$ cat config.mk
export PLATFORM = sky130hd
export DESIGN_NAME = neighbour_mean_filter_3x3
export DESIGN_NICKNAME = d
export VERILOG_FILES = /design/src/design/nmf_pkg.sv /design/src/design/nmf_line_cell.sv /design/src/design/nmf_mean_unit.sv /design/src/design/neighbour_mean_filter_3x3.sv
export SDC_FILE = /design/constraint.sdc
export NUM_CORES = 2
export LEC_CHECK = 0
export BUFFER_PORTS_ARGS = -buffer_cell sky130_fd_sc_hd__buf_2
export CAP_MARGIN = 25
export CORE_ASPECT_RATIO = 0.5
export CORE_UTILIZATION = 34
export CTS_CLUSTER_SIZE = 40
export DETAILED_ROUTE_END_ITERATION = 8
export PLACE_DENSITY = 0.51
export SLEW_MARGIN = 10
export SYNTH_ARGS = -nofsm -noshare
export SYNTH_HDL_FRONTEND = slang
export SYNTH_SLANG_ARGS = --single-unit
$ cat constraint.sdc
create_clock -name clk -period 38.7 [get_ports clk]
set_clock_uncertainty 0.15 [all_clocks]
set_input_delay 3.87 -clock clk [delete_from_list [all_inputs] [get_ports clk]]
set_output_delay 3.87 -clock clk [all_outputs]
set_load 0.03 [all_outputs]
$ cat src/design/nmf_pkg.sv
// ----------------------------------------------------------------------------
// nmf_pkg
// Shared widths, constants and types of the 3x3 neighbour mean filter.
// ----------------------------------------------------------------------------
`default_nettype none

package nmf_pkg;

  // sizing
  localparam int MAX_COLS    = 32;
  localparam int SAMPLE_BITS = 16;
  localparam int FRAC_BITS   = 8;

  localparam int ROW_W      = 16;
  localparam int COL_W      = $clog2(MAX_COLS);
  localparam int NCOL_W     = $clog2(MAX_COLS + 1);
  localparam int CFG_ROWS_W = 16;
  localparam int CFG_COLS_W = 6;
  localparam int CFG_DATA_W = 16;
  localparam int CFG_IDX_W  = 2;
  localparam int MEAN_W     = 24;

  // register indexes of the configuration port
  localparam logic [CFG_IDX_W-1:0] REG_FRAME_ROWS = 2'd0;
  localparam logic [CFG_IDX_W-1:0] REG_FRAME_COLS = 2'd1;

  // eight neighbours summed: three extra bits
  localparam int SUM_W = SAMPLE_BITS + 3;

  // divide by 3, 5 or 8 through one reciprocal multiply
  // dividend is |sum| << FRAC_BITS, below 2^(SUM_W+FRAC_BITS)
  localparam int RECIP_K   = SUM_W + FRAC_BITS + 3;
  localparam int MUL_W     = RECIP_K - 1;
  localparam int PROD_W    = SUM_W + MUL_W;
  localparam int QUO_SHIFT = RECIP_K - FRAC_BITS;

  localparam logic [MUL_W-1:0] RECIP_3 =
    MUL_W'(((64'd1 << RECIP_K) + 64'd2) / 64'd3);
  localparam logic [MUL_W-1:0] RECIP_5 =
    MUL_W'(((64'd1 << RECIP_K) + 64'd4) / 64'd5);
  localparam logic [MUL_W-1:0] RECIP_8 =
    MUL_W'(64'd1 << (RECIP_K - 3));

  // one column of the 3-row window: top is the oldest row
  typedef struct packed {
    logic signed [SAMPLE_BITS-1:0] top;
    logic signed [SAMPLE_BITS-1:0] mid;
    logic signed [SAMPLE_BITS-1:0] bot;
  } col_t;

  // position and flags that travel with a result
  typedef struct packed {
    logic [ROW_W-1:0] row;
    logic [COL_W-1:0] col;
    logic             run_last;
    logic             frame_done;
  } tag_t;

endpackage

`default_nettype wire

$ cat src/design/nmf_line_cell.sv
// ----------------------------------------------------------------------------
// nmf_line_cell
// One column cell of a shift chain: takes its neighbor's column, or the
// injected column when it is the entry point of the chain.
// ----------------------------------------------------------------------------
`default_nettype none

module nmf_line_cell (
  input  wire  logic          clk,
  input  wire  logic          shift_en,
  input  wire  logic          take_inj,
  input  wire  nmf_pkg::col_t inj,
  input  wire  nmf_pkg::col_t prev,
  output       nmf_pkg::col_t cell_q
);

  // column register, moves one place per shift
  always_ff @(posedge clk) begin
    if (shift_en) begin
      cell_q <= take_inj ? inj : prev;
    end
  end

endmodule

`default_nettype wire

$ cat src/design/nmf_mean_unit.sv
// ----------------------------------------------------------------------------
// nmf_mean_unit
// Masked neighbour sum, divide by 3/5/8 in Q format and output register.
// Three stages; the whole pipe advances together on adv.
// ----------------------------------------------------------------------------
`default_nettype none

module nmf_mean_unit (
  input  wire  logic                                 clk,
  input  wire  logic                                 rst,
  input  wire  logic                                 adv,
  input  wire  logic                                 step_emit,
  input  wire  nmf_pkg::tag_t                        step_tag,
  input  wire  nmf_pkg::col_t                        left,
  input  wire  nmf_pkg::col_t                        center,
  input  wire  nmf_pkg::col_t                        right,
  input  wire  logic [nmf_pkg::ROW_W-1:0]            rows_eff,
  input  wire  logic [nmf_pkg::NCOL_W-1:0]           cols_eff,
  output       logic                                 out_valid,
  output       logic signed [nmf_pkg::MEAN_W-1:0]    mean,
  output       nmf_pkg::tag_t                        out_tag
);

  localparam logic [1:0] DIV_CORNER   = 2'd0;
  localparam logic [1:0] DIV_EDGE     = 2'd1;
  localparam logic [1:0] DIV_INTERIOR = 2'd2;

  // sample if inside the frame, else zero
  function automatic logic signed [nmf_pkg::SUM_W-1:0] pick(
    input logic on, input logic signed [nmf_pkg::SAMPLE_BITS-1:0] v);
    return on ? nmf_pkg::SUM_W'(v) : '0;
  endfunction

  logic                               top_on, bot_on, left_on, right_on;
  logic                               rend, cend;
  logic signed [nmf_pkg::SUM_W-1:0]   sum_next;
  logic [1:0]                         div_next;

  logic                               v1;
  logic signed [nmf_pkg::SUM_W-1:0]   sum1;
  logic [1:0]                         div1;
  nmf_pkg::tag_t                      tag1;

  logic [nmf_pkg::SUM_W-1:0]          mag;
  logic [nmf_pkg::MUL_W-1:0]          recip;

  logic                               v2;
  logic [nmf_pkg::PROD_W-1:0]         prod2;
  logic                               neg2;
  nmf_pkg::tag_t                      tag2;

  logic [nmf_pkg::MEAN_W-1:0]         q_lo;
  logic [nmf_pkg::MEAN_W-1:0]         mean_next;

  // frame bounds of the result position
  always_comb begin
    top_on   = (step_tag.row != '0);
    bot_on   = (step_tag.row != rows_eff - nmf_pkg::ROW_W'(1));
    left_on  = (step_tag.col != '0);
    right_on = (nmf_pkg::NCOL_W'(step_tag.col) != cols_eff - nmf_pkg::NCOL_W'(1));
    rend     = !top_on || !bot_on;
    cend     = !left_on || !right_on;
    if (rend && cend) begin
      div_next = DIV_CORNER;
    end else if (rend || cend) begin
      div_next = DIV_EDGE;
    end else begin
      div_next = DIV_INTERIOR;
    end
  end

  // eight neighbours, centre left out
  always_comb begin
    sum_next = pick(left_on && top_on, left.top) + pick(left_on, left.mid)
             + pick(left_on && bot_on, left.bot)
             + pick(top_on, center.top) + pick(bot_on, center.bot)
             + pick(right_on && top_on, right.top) + pick(right_on, right.mid)
             + pick(right_on && bot_on, right.bot);
  end

  // magnitude and reciprocal for the multiply stage
  always_comb begin
    mag = sum1[nmf_pkg::SUM_W-1] ? (~sum1 + 1'b1) : sum1;
    case (div1)
      DIV_CORNER: recip = nmf_pkg::RECIP_3;
      DIV_EDGE:   recip = nmf_pkg::RECIP_5;
      default:    recip = nmf_pkg::RECIP_8;
    endcase
  end

  // quotient, sign restored; truncation toward zero
  always_comb begin
    q_lo      = prod2[nmf_pkg::QUO_SHIFT +: nmf_pkg::MEAN_W];
    mean_next = neg2 ? (~q_lo + 1'b1) : q_lo;
  end

  // stage valids
  always_ff @(posedge clk) begin
    if (rst) begin
      v1        <= 1'b0;
      v2        <= 1'b0;
      out_valid <= 1'b0;
    end else if (adv) begin
      v1        <= step_emit;
      v2        <= v1;
      out_valid <= v2;
    end
  end

  // stage payloads
  always_ff @(posedge clk) begin
    if (adv) begin
      sum1    <= sum_next;
      div1    <= div_next;
      tag1    <= step_tag;
      prod2   <= mag * recip;
      neg2    <= sum1[nmf_pkg::SUM_W-1];
      tag2    <= tag1;
      mean    <= $signed(mean_next);
      out_tag <= tag2;
    end
  end

endmodule

`default_nettype wire

$ cat src/design/neighbour_mean_filter_3x3.sv
// ----------------------------------------------------------------------------
// neighbour_mean_filter_3x3
// 3x3 mean of the eight neighbours (centre excluded) over a raster stream,
// divided by 3 at corners, 5 at edges and 8 inside, given in Q8.
// ----------------------------------------------------------------------------
// Samples enter in raster order, one per cycle while the result side keeps
// up. Each result trails its input by one row and one column and passes the
// sum, multiply and output registers after the step that forms it. The last
// column of every row after the first yields two results, the second in an
// extra step; the last sample of a frame is followed by a fill step and one
// drain step per column of the final row. No sample is taken meanwhile. The
// line store is a ring of MAX_COLS column cells, each holding one column of
// the last three rows; its length follows frame_cols and it needs no
// clearing after reset. Writing either size register restarts the frame.
`default_nettype none

module neighbour_mean_filter_3x3 (
  input  wire  logic                                   clk,
  input  wire  logic                                   rst,
  input  wire  logic                                   cfg_wen,
  input  wire  logic [nmf_pkg::CFG_IDX_W-1:0]          cfg_index,
  input  wire  logic [nmf_pkg::CFG_DATA_W-1:0]         cfg_data,
  input  wire  logic                                   in_valid,
  output       logic                                   in_stall,
  input  wire  logic signed [nmf_pkg::SAMPLE_BITS-1:0] sample,
  output       logic                                   out_valid,
  input  wire  logic                                   out_stall,
  output       logic signed [nmf_pkg::MEAN_W-1:0]      mean_q8,
  output       logic [nmf_pkg::ROW_W-1:0]              out_row,
  output       logic [nmf_pkg::COL_W-1:0]              out_col,
  output       logic                                   run_last,
  output       logic                                   frame_done
);

  localparam logic [1:0] ST_RUN   = 2'd0;
  localparam logic [1:0] ST_EDGE  = 2'd1;
  localparam logic [1:0] ST_FILL  = 2'd2;
  localparam logic [1:0] ST_DRAIN = 2'd3;

  logic [1:0]                        state, state_next;
  logic [nmf_pkg::ROW_W-1:0]         row_count;
  logic [nmf_pkg::COL_W-1:0]         col_count;
  logic [nmf_pkg::ROW_W-1:0]         rows_eff;
  logic [nmf_pkg::NCOL_W-1:0]        cols_eff;
  logic [nmf_pkg::ROW_W-1:0]         held_row;
  logic                              held_end;
  logic [nmf_pkg::COL_W-1:0]         drain_col;

  logic                              adv, take_in;
  logic                              last_col, last_row, drain_last;
  logic [nmf_pkg::CFG_COLS_W-1:0]    cols_wr;

  logic                              step, step_emit, ring_shift;
  nmf_pkg::tag_t                     step_tag;
  nmf_pkg::col_t                     step_col, ring_inj, new_col, drain_val;
  nmf_pkg::col_t                     ring [nmf_pkg::MAX_COLS];
  nmf_pkg::col_t                     ring_tap;
  nmf_pkg::col_t                     win0, win1;
  logic [nmf_pkg::NCOL_W-1:0]        ring_ins;
  nmf_pkg::tag_t                     res_tag;

  // handshake: one pipe enable for the whole result path
  assign adv      = !out_valid || !out_stall;
  assign in_stall = (state != ST_RUN) || !adv;
  assign take_in  = in_valid && !in_stall;

  // position flags
  assign last_col   = (nmf_pkg::NCOL_W'(col_count) == cols_eff - nmf_pkg::NCOL_W'(1));
  assign last_row   = (row_count >= rows_eff - nmf_pkg::ROW_W'(1));
  assign drain_last = (nmf_pkg::NCOL_W'(drain_col) == cols_eff - nmf_pkg::NCOL_W'(1));
  assign cols_wr    = cfg_data[nmf_pkg::CFG_COLS_W-1:0];

  // ring tap is the same column one row back
  assign ring_tap  = ring[nmf_pkg::MAX_COLS-1];
  assign ring_ins  = nmf_pkg::NCOL_W'(nmf_pkg::MAX_COLS) - cols_eff;
  assign new_col   = '{top: ring_tap.mid, mid: ring_tap.bot, bot: sample};
  assign drain_val = '{top: ring_tap.mid, mid: ring_tap.bot, bot: '0};

  // step sequencer
  always_comb begin
    step       = 1'b0;
    step_emit  = 1'b0;
    step_tag   = '0;
    step_col   = '0;
    ring_shift = 1'b0;
    ring_inj   = ring_tap;
    state_next = state;
    case (state)
      ST_RUN: begin
        if (take_in) begin
          step              = 1'b1;
          step_col          = new_col;
          ring_shift        = 1'b1;
          ring_inj          = new_col;
          step_emit         = (row_count != '0) && (col_count != '0);
          step_tag.row      = row_count - nmf_pkg::ROW_W'(1);
          step_tag.col      = col_count - nmf_pkg::COL_W'(1);
          step_tag.run_last = !(last_col && ((row_count != '0) || last_row));
          if (last_col && (row_count != '0)) begin
            state_next = ST_EDGE;
          end else if (last_col && last_row) begin
            state_next = ST_FILL;
          end
        end
      end
      ST_EDGE: begin
        if (adv) begin
          step              = 1'b1;
          step_emit         = 1'b1;
          step_tag.row      = held_row - nmf_pkg::ROW_W'(1);
          step_tag.col      = nmf_pkg::COL_W'(cols_eff - nmf_pkg::NCOL_W'(1));
          step_tag.run_last = !held_end;
          state_next        = held_end ? ST_FILL : ST_RUN;
        end
      end
      ST_FILL: begin
        if (adv) begin
          step       = 1'b1;
          step_col   = drain_val;
          ring_shift = 1'b1;
          state_next = ST_DRAIN;
        end
      end
      ST_DRAIN: begin
        if (adv) begin
          step                = 1'b1;
          step_emit           = 1'b1;
          step_col            = drain_val;
          ring_shift          = 1'b1;
          step_tag.row        = held_row;
          step_tag.col        = drain_col;
          step_tag.run_last   = drain_last;
          step_tag.frame_done = drain_last;
          if (drain_last) begin
            state_next = ST_RUN;
          end
        end
      end
      default: begin
        state_next = ST_RUN;
      end
    endcase
  end

  // control state, counters and size registers
  always_ff @(posedge clk) begin
    if (rst) begin
      state     <= ST_RUN;
      row_count <= '0;
      col_count <= '0;
      rows_eff  <= nmf_pkg::ROW_W'(2);
      cols_eff  <= nmf_pkg::NCOL_W'(2);
    end else begin
      state <= state_next;
      if (cfg_wen && (cfg_index == nmf_pkg::REG_FRAME_ROWS ||
                      cfg_index == nmf_pkg::REG_FRAME_COLS)) begin
        row_count <= '0;
        col_count <= '0;
        if (cfg_index == nmf_pkg::REG_FRAME_ROWS) begin
          rows_eff <= (cfg_data[nmf_pkg::CFG_ROWS_W-1:0] == '0) ? nmf_pkg::ROW_W'(1) :
                      cfg_data[nmf_pkg::CFG_ROWS_W-1:0];
        end else if (cols_wr == '0) begin
          cols_eff <= nmf_pkg::NCOL_W'(1);
        end else if (cols_wr > nmf_pkg::CFG_COLS_W'(nmf_pkg::MAX_COLS)) begin
          cols_eff <= nmf_pkg::NCOL_W'(nmf_pkg::MAX_COLS);
        end else begin
          cols_eff <= nmf_pkg::NCOL_W'(cols_wr);
        end
      end else if (take_in) begin
        if (last_col) begin
          col_count <= '0;
          row_count <= last_row ? '0 : row_count + nmf_pkg::ROW_W'(1);
        end else begin
          col_count <= col_count + nmf_pkg::COL_W'(1);
        end
      end
    end
  end

  // row and end flag of the last transfer, drain column
  always_ff @(posedge clk) begin
    if (take_in) begin
      held_row <= row_count;
      held_end <= last_col && last_row;
    end
    if (state == ST_FILL) begin
      drain_col <= '0;
    end else if (state == ST_DRAIN && adv) begin
      drain_col <= drain_col + nmf_pkg::COL_W'(1);
    end
  end

  // line store: ring of column cells, entry point set by frame width
  for (genvar k = 0; k < nmf_pkg::MAX_COLS; k++) begin : g_ring
    nmf_line_cell u_cell (
      .clk      (clk),
      .shift_en (ring_shift),
      .take_inj (ring_ins == nmf_pkg::NCOL_W'(k)),
      .inj      (ring_inj),
      .prev     ((k == 0) ? ring_inj : ring[(k == 0) ? 0 : k - 1]),
      .cell_q   (ring[k])
    );
  end

  // window: newest column and the one before it
  nmf_line_cell u_win0 (
    .clk      (clk),
    .shift_en (step),
    .take_inj (1'b1),
    .inj      (step_col),
    .prev     (step_col),
    .cell_q   (win0)
  );

  nmf_line_cell u_win1 (
    .clk      (clk),
    .shift_en (step),
    .take_inj (1'b0),
    .inj      (step_col),
    .prev     (win0),
    .cell_q   (win1)
  );

  // sum, divide and output register
  nmf_mean_unit u_mean (
    .clk       (clk),
    .rst       (rst),
    .adv       (adv),
    .step_emit (step && step_emit),
    .step_tag  (step_tag),
    .left      (win1),
    .center    (win0),
    .right     (step_col),
    .rows_eff  (rows_eff),
    .cols_eff  (cols_eff),
    .out_valid (out_valid),
    .mean      (mean_q8),
    .out_tag   (res_tag)
  );

  assign out_row    = res_tag.row;
  assign out_col    = res_tag.col;
  assign run_last   = res_tag.run_last;
  assign frame_done = res_tag.frame_done;

endmodule

`default_nettype wire

Yosys cells after proc, flatten, opt, wreduce, memory -nomap -nowiden:

Index checks and enable logic that the tools add are counted.

* register bits: 1863

* $add $sub $neg: 18
* $mul: 1
* magnitude comparators: 2
* eq/ne operators: 46
* mux-type cells: 72
* bitwise operators: 3
* reduce and logical (&&, ||, !) cells: 49

Operators with widths (number)
* $mux W48: 35
* $mux W19: 9
* $add A19 B19 Y19: 7
* $eq A6 B5 Y1 const B: 16
* $pmux W48 S2: 1
* $pmux W22 S3: 1
* $pmux W29 S2: 1
* $eq A6 B4 Y1 const B: 8
* $sub A16 B1 Y16 const B: 3
* $mul A19 B29 Y46: 1
* $mux W22: 2
* $mux W16: 2
* $reduce_bool A16 Y1: 2
* $add A24 B1 Y24 const B: 1
* $eq A6 B3 Y1 const B: 4
* $mux W24: 1
* $not A24 Y24: 1
* $mux W23: 1
* $add A19 B1 Y19 const B: 1
* $not A19 Y19: 1
* $mux W2: 9
* $add A16 B1 Y16 const B: 1
* $ge A16 B16 Y1: 1
* $logic_not A16 Y1: 1
* 31 further kinds: 81

Longest topological paths before layout:

* depth in word-level cells: 18
* mapped depth: 32
* mapped depth without buffers: 31

Hierarchy:

Synthesis repeated with hierarchy kept, for this count alone.

* cells, all modules: 5979
* area, all modules: 95511.6 um^2

Modules (own cells, without submodules)
* nmf_line_cell: instances 34, cells an instance 101, area an instance 2100.8 um^2, seq. area each 1441.4 um^2
* nmf_mean_unit: instances 1, cells an instance 1779, area an instance 18539.0 um^2, seq. area each 4234.1 um^2
* neighbour_mean_filter_3x3: instances 1, cells an instance 766, area an instance 5546.6 um^2, seq. area each 1511.4 um^2

Least setup slack after synthesis:

OpenSTA, ideal clock, no wires.

* path type: input to register
* start point: input port out_stall
* end point: register u_win0.cell_q[16] in the netlist's numbering (data pin)
* arrival: 36701 ps
* setup slack: 1538 ps
* cell stages on the path: 4
* path buffers: 1
* path through: nand2_1 -> o21a_1 -> clkbuf_1 -> and2_1

RTL lines
* start, declared: line neighbour_mean_filter_3x3.sv:27 `input wire logic out_stall,`
* end signal, assigned: line nmf_line_cell.sv:20 `cell_q <= take_inj ? inj : prev;`
* end, declared: line nmf_line_cell.sv:14 `output nmf_pkg::col_t cell_q`

==> results.txt <==
----------------------------------------------------
[Synth]
  Share of synthesized cell area in and, or, nand and nor gates ... 0.110
  Post-Synthesis Cell Area ... roughly 0.067 mm2
  Most frequently used flop master after synthesis ... edfxtp_1
  Dominant combinational cell family by area after synthesis ... adder cells
  Share of synthesized registers carrying an async set or reset ... 0
  Number of synthesized register bits ... 1329
  Post-Syn Nets ... between 6000 and 7000
  Xor and xnor area share after synthesis ... 0.0223
  Number of enable-type register cells in the synthesized netlist ... 1276
  Multiplexer share of the synthesized area ... 0.00315
  Fraction of the yosys area taken by sequential cells ... 0.589
  Biggest area consumer among synthesized cells ... edfxtp_1
  Avg Synthesized Cell Area ... 11.5 um2
  Number of library cell types mapped by synthesis ... 69
  Syn. warnings ... 0
  Fraction of post-synthesis cell area in the top cell type by area ... 0.573
  Compound-cell area share of the yosys netlist ... 0.0976
  Largest cells by area after synthesis ... edfxtp_1, fa_1, a21oi_1
  Adder-cell share of the synthesized area ... 0.131
  Post-Synthesis Cells ... 5790

[Layout]
  Fraction of final layout cells sized beyond drive strength 1 ... 0.0789
  Post-layout net count ... ~6300
  Signed area change from the synthesized netlist to the final layout ... 12.2%
  Antenna fix cells ... 0
  Post-Layout Cell Count ... 8463

[Timing]
  Setup Viol. Count Final ... 0
  Number of slew-limit violations in the final report ... 0
  Final period utilization ... 0.298
  Final hold vios ... 0
  Timing-limited maximum frequency ... 86.7 MHz
  Relative slew slack ... 0.177
  Min setup slack post-route ... between 20 and 30 ns
  Hold slack ... 0.268 ns
  Minimum clock period after layout ... 11.53 ns
  Unrepaired setup endpoints after global routing ... false
  Post-Route Setup TNS ... 0 ns
  Actual slew at the worst max-slew pin ... approximately 1.2 ns

[Worst setup path]
  Crit end category ... flip-flop
  Max Fanout on Critical Path ... 39
  Startpoint-to-endpoint class of the critical path ... in -> reg
  Required time at the endpoint of the critical path ... 39.01 ns
  Cell type of the slowest stage on the worst timing path ... fa_1
  Critical path's most frequent cell ... fa_1
  Critical Path AT ... 11.84 ns
  Critical Path Start Type ... input port
  Largest incremental delay on the critical path ... 0.55 ns

[Clock network]
  H-tree lvl count ... 4
  Number of buffers created by CTS ... approximately 140
  Clock root buffer ... clkbuf_16
  Post-cts gate resize count ... 0
  # hold bufs at CTS ... 0
  Clock Latency Late Sink ... approximately 0.76 ns
  CTS Buffer Depth ... 4
  Setup repair bufs after CTS ... 0
  CTS clk-pin slew, worst paths ... roughly 0.060 ns
  Clock tree from TritonCTS ... built
  Sinks on the clock net ... about 1300

[Power and ir drop]
  Share of total power in sequential cells ... 0.362
  Total leakage power ... 28.6 nW
  Combinational cell fraction of total power ... 0.396
  Clock share of power ... 0.243
  Cell area power density ... about 70 mW/mm2
  Sum of internal, switching and leakage power ... 5.29 mW
  Internal portion of total power ... approximately 3.5 mW
  Switching power share of the total ... 0.347
  Sw power ... 1.84 mW
  Max IR drop VDD ... 0.0000610 V

[GRT]
  Overall track demand over capacity in global routing ... 0.139
  Number of antenna violations at the first check in global routing ... 1
  Number of global-route vias before repair ... 40602
  GRT overflow ... 0
  First-pass GRT wire length ... 224 mm
  Maximum number of pins on one net before global-route repair ... 200

[Die]
  Total die area ... between 0.15 and 0.2 mm2
  Starting density of the core ... 0.344
  Die height ... roughly 320 um
  Chip width ... 629 um
  Site row count ... 114
  Boundary Pins ... 88
  CORE AREA ... 0.194 mm2

[Run status]
  Outcome ... completed

[Placed design]
  Number of buffers inserted by port buffering ... 87
  Worst Setup Slack post-DPL ... 26.36 ns
  Dpl hpwl ... about 93 mm
  Final weighted congestion in routability-driven placement ... ~0.86
  Cell Count Post-Placement ... 8216

[Drt]
  Number of vias after detailed routing ... 40678
  WL per Instance ... 16.4 um
  Number of violations reported at the end of detailed-routing iteration 0 ... 2800
  Remaining design rule violation count ... 0
  Total detailed-routing wirelength ... between 100 and 150 mm
  Count of nets left with antenna violations after detail routing ... 0
  Post-DR vias/cell ... 4.81
  1st-pass router iterations ... 7

[Job]
  MaxCap Viol Count ... 0

[Worst hold path]
  Hold Crit Class ... reg -> reg

----------------------------------------------------
synth_stat cells (all sizes together), types with 40 or more instances:
| cell | n |
|---|---|
| inv | 477 |
| o21ai | 40 |
| and2 | 112 |
| clkbuf | 343 |
| xnor2 | 104 |
| nand2 | 139 |
| a21oi | 1079 |
| ha | 195 |
| nor3 | 51 |
| xor2 | 66 |
| fa | 315 |
| dfxtp | 53 |
| nor2 | 1155 |
| edfxtp | 1276 |
| and3 | 43 |
final timing paths:
kind,startpoint,endpoint,slack [ns],cells past startpoint
setup reg to reg,u_mean.sum1[1],u_mean.prod2[45],29.39,26
setup / recovery,out_stall,u_mean.sum1[17],27.17,29
hold reg to reg,u_mean.tag2[18],u_mean.out_tag[18],0.27,0
hold / removal,u_mean.tag2[18],u_mean.out_tag[18],0.27,0
placed cells by master (no fill, tap or decap), drive strengths merged, types with 6 or more instances in the layout:
cell / netlist / routed
edfxtp: 1276 / 1276
nor2: 1155 / 1155
a21oi: 1079 / 1079
inv: 477 / 481
fa: 315 / 315
ha: 195 / 195
buf: 11 / 184
clkbuf: 343 / 178
nand2: 139 / 139
and2: 112 / 112
xnor2: 104 / 104
xor2: 66 / 66
dfxtp: 53 / 53
nor3: 51 / 51
and3: 43 / 43
o21ai: 40 / 40
clkinv: 0 / 39
nor2b: 26 / 26
nor4: 25 / 25
or4: 25 / 25
or3: 21 / 21
mux2i: 21 / 21
nand3: 20 / 20
nand4: 19 / 19
or2: 19 / 19
nand2b: 18 / 18
a21o: 18 / 18
o22ai: 13 / 13
a211oi: 12 / 12
o21a: 11 / 11
o31ai: 9 / 9
bufinv: 0 / 8
o211ai: 8 / 8
nor3b: 7 / 7
o41ai: 7 / 7
nand3b: 6 / 6
power by group through the flow:
| stage | Combinational [mW] | Sequential (mW) | Clock [mW] |
|---|---|---|---|
| 3_3_place_gp | 2.06 | 1.94 | 0 |
| 5_1_grt | 2.40 | 1.93 | 1.38 |
| 6_report | 2.10 | 1.91 | 1.29 |
| 4_1_cts | 2.12 | 1.92 | 1.33 |
| 3_5_place_dp | 2.10 | 1.95 | 0 |
| 2_1_floorplan | 1.57 | 2.03 | 0 |
registers in the layout, summed over array words and instances (netlist names), 19 cells and up:
register	flops
u_win0.cell_q	48
g_ring.u_cell.cell_q	1024
u_win1.cell_q	48
u_mean.tag2	23
u_mean.sum1	19
u_mean.prod2	24
u_mean.mean	24
u_mean.out_tag	23
u_mean.tag1	23
final cells by class:
| type | instances | area [um2] |
|---|---|---|
| Clock buffer | 178 | 3750 |
| Timing Repair Buffer | 184 | 1490 |
| Sequential cell | 1329 | 39400 |
| Clock inverter | 55 | 474 |
| Inverter | 477 | 1790 |
| Fill cell | 18662 | 119000 |
| Tap cell | 2610 | 3270 |
| Multi-Input combinational cell | 3630 | 24800 |
metal layers:
metal | GRT usage | wire, um
met4 | 0.0333 | 2770
met2 | 0.237 | 66000
met5 | 0 | 0
met3 | 0.0211 | 4530
met1 | 0.188 | 65400
cell families after synthesis:
family / count (synthesis)
simple gates: 1692
flops: 1329
compound gates: 1237
buf+inv: 831
fa+ha+maj: 510
xor+xnor: 170
mux: 21
worst max-delay path: cells and delay by family:
family                   cells  cell delay [ns]
AND/OR/NAND/NOR              6             1.51
AO/OA/AOI/OAI               10             2.57
XOR/XNOR                     2             0.27
adder cells (fa/ha/maj)      5             2.40
buffers and inverters        6             1.18
stage by stage:
step	utilization	cell area, um2
final	0.386	75000
after global placement	0.362	70300
after global routing	0.386	75000
after detailed placement	0.362	70400
after floorplan	-	66800
after CTS	0.384	74600
No activity file was read; power rests on OpenSTA's default activity.
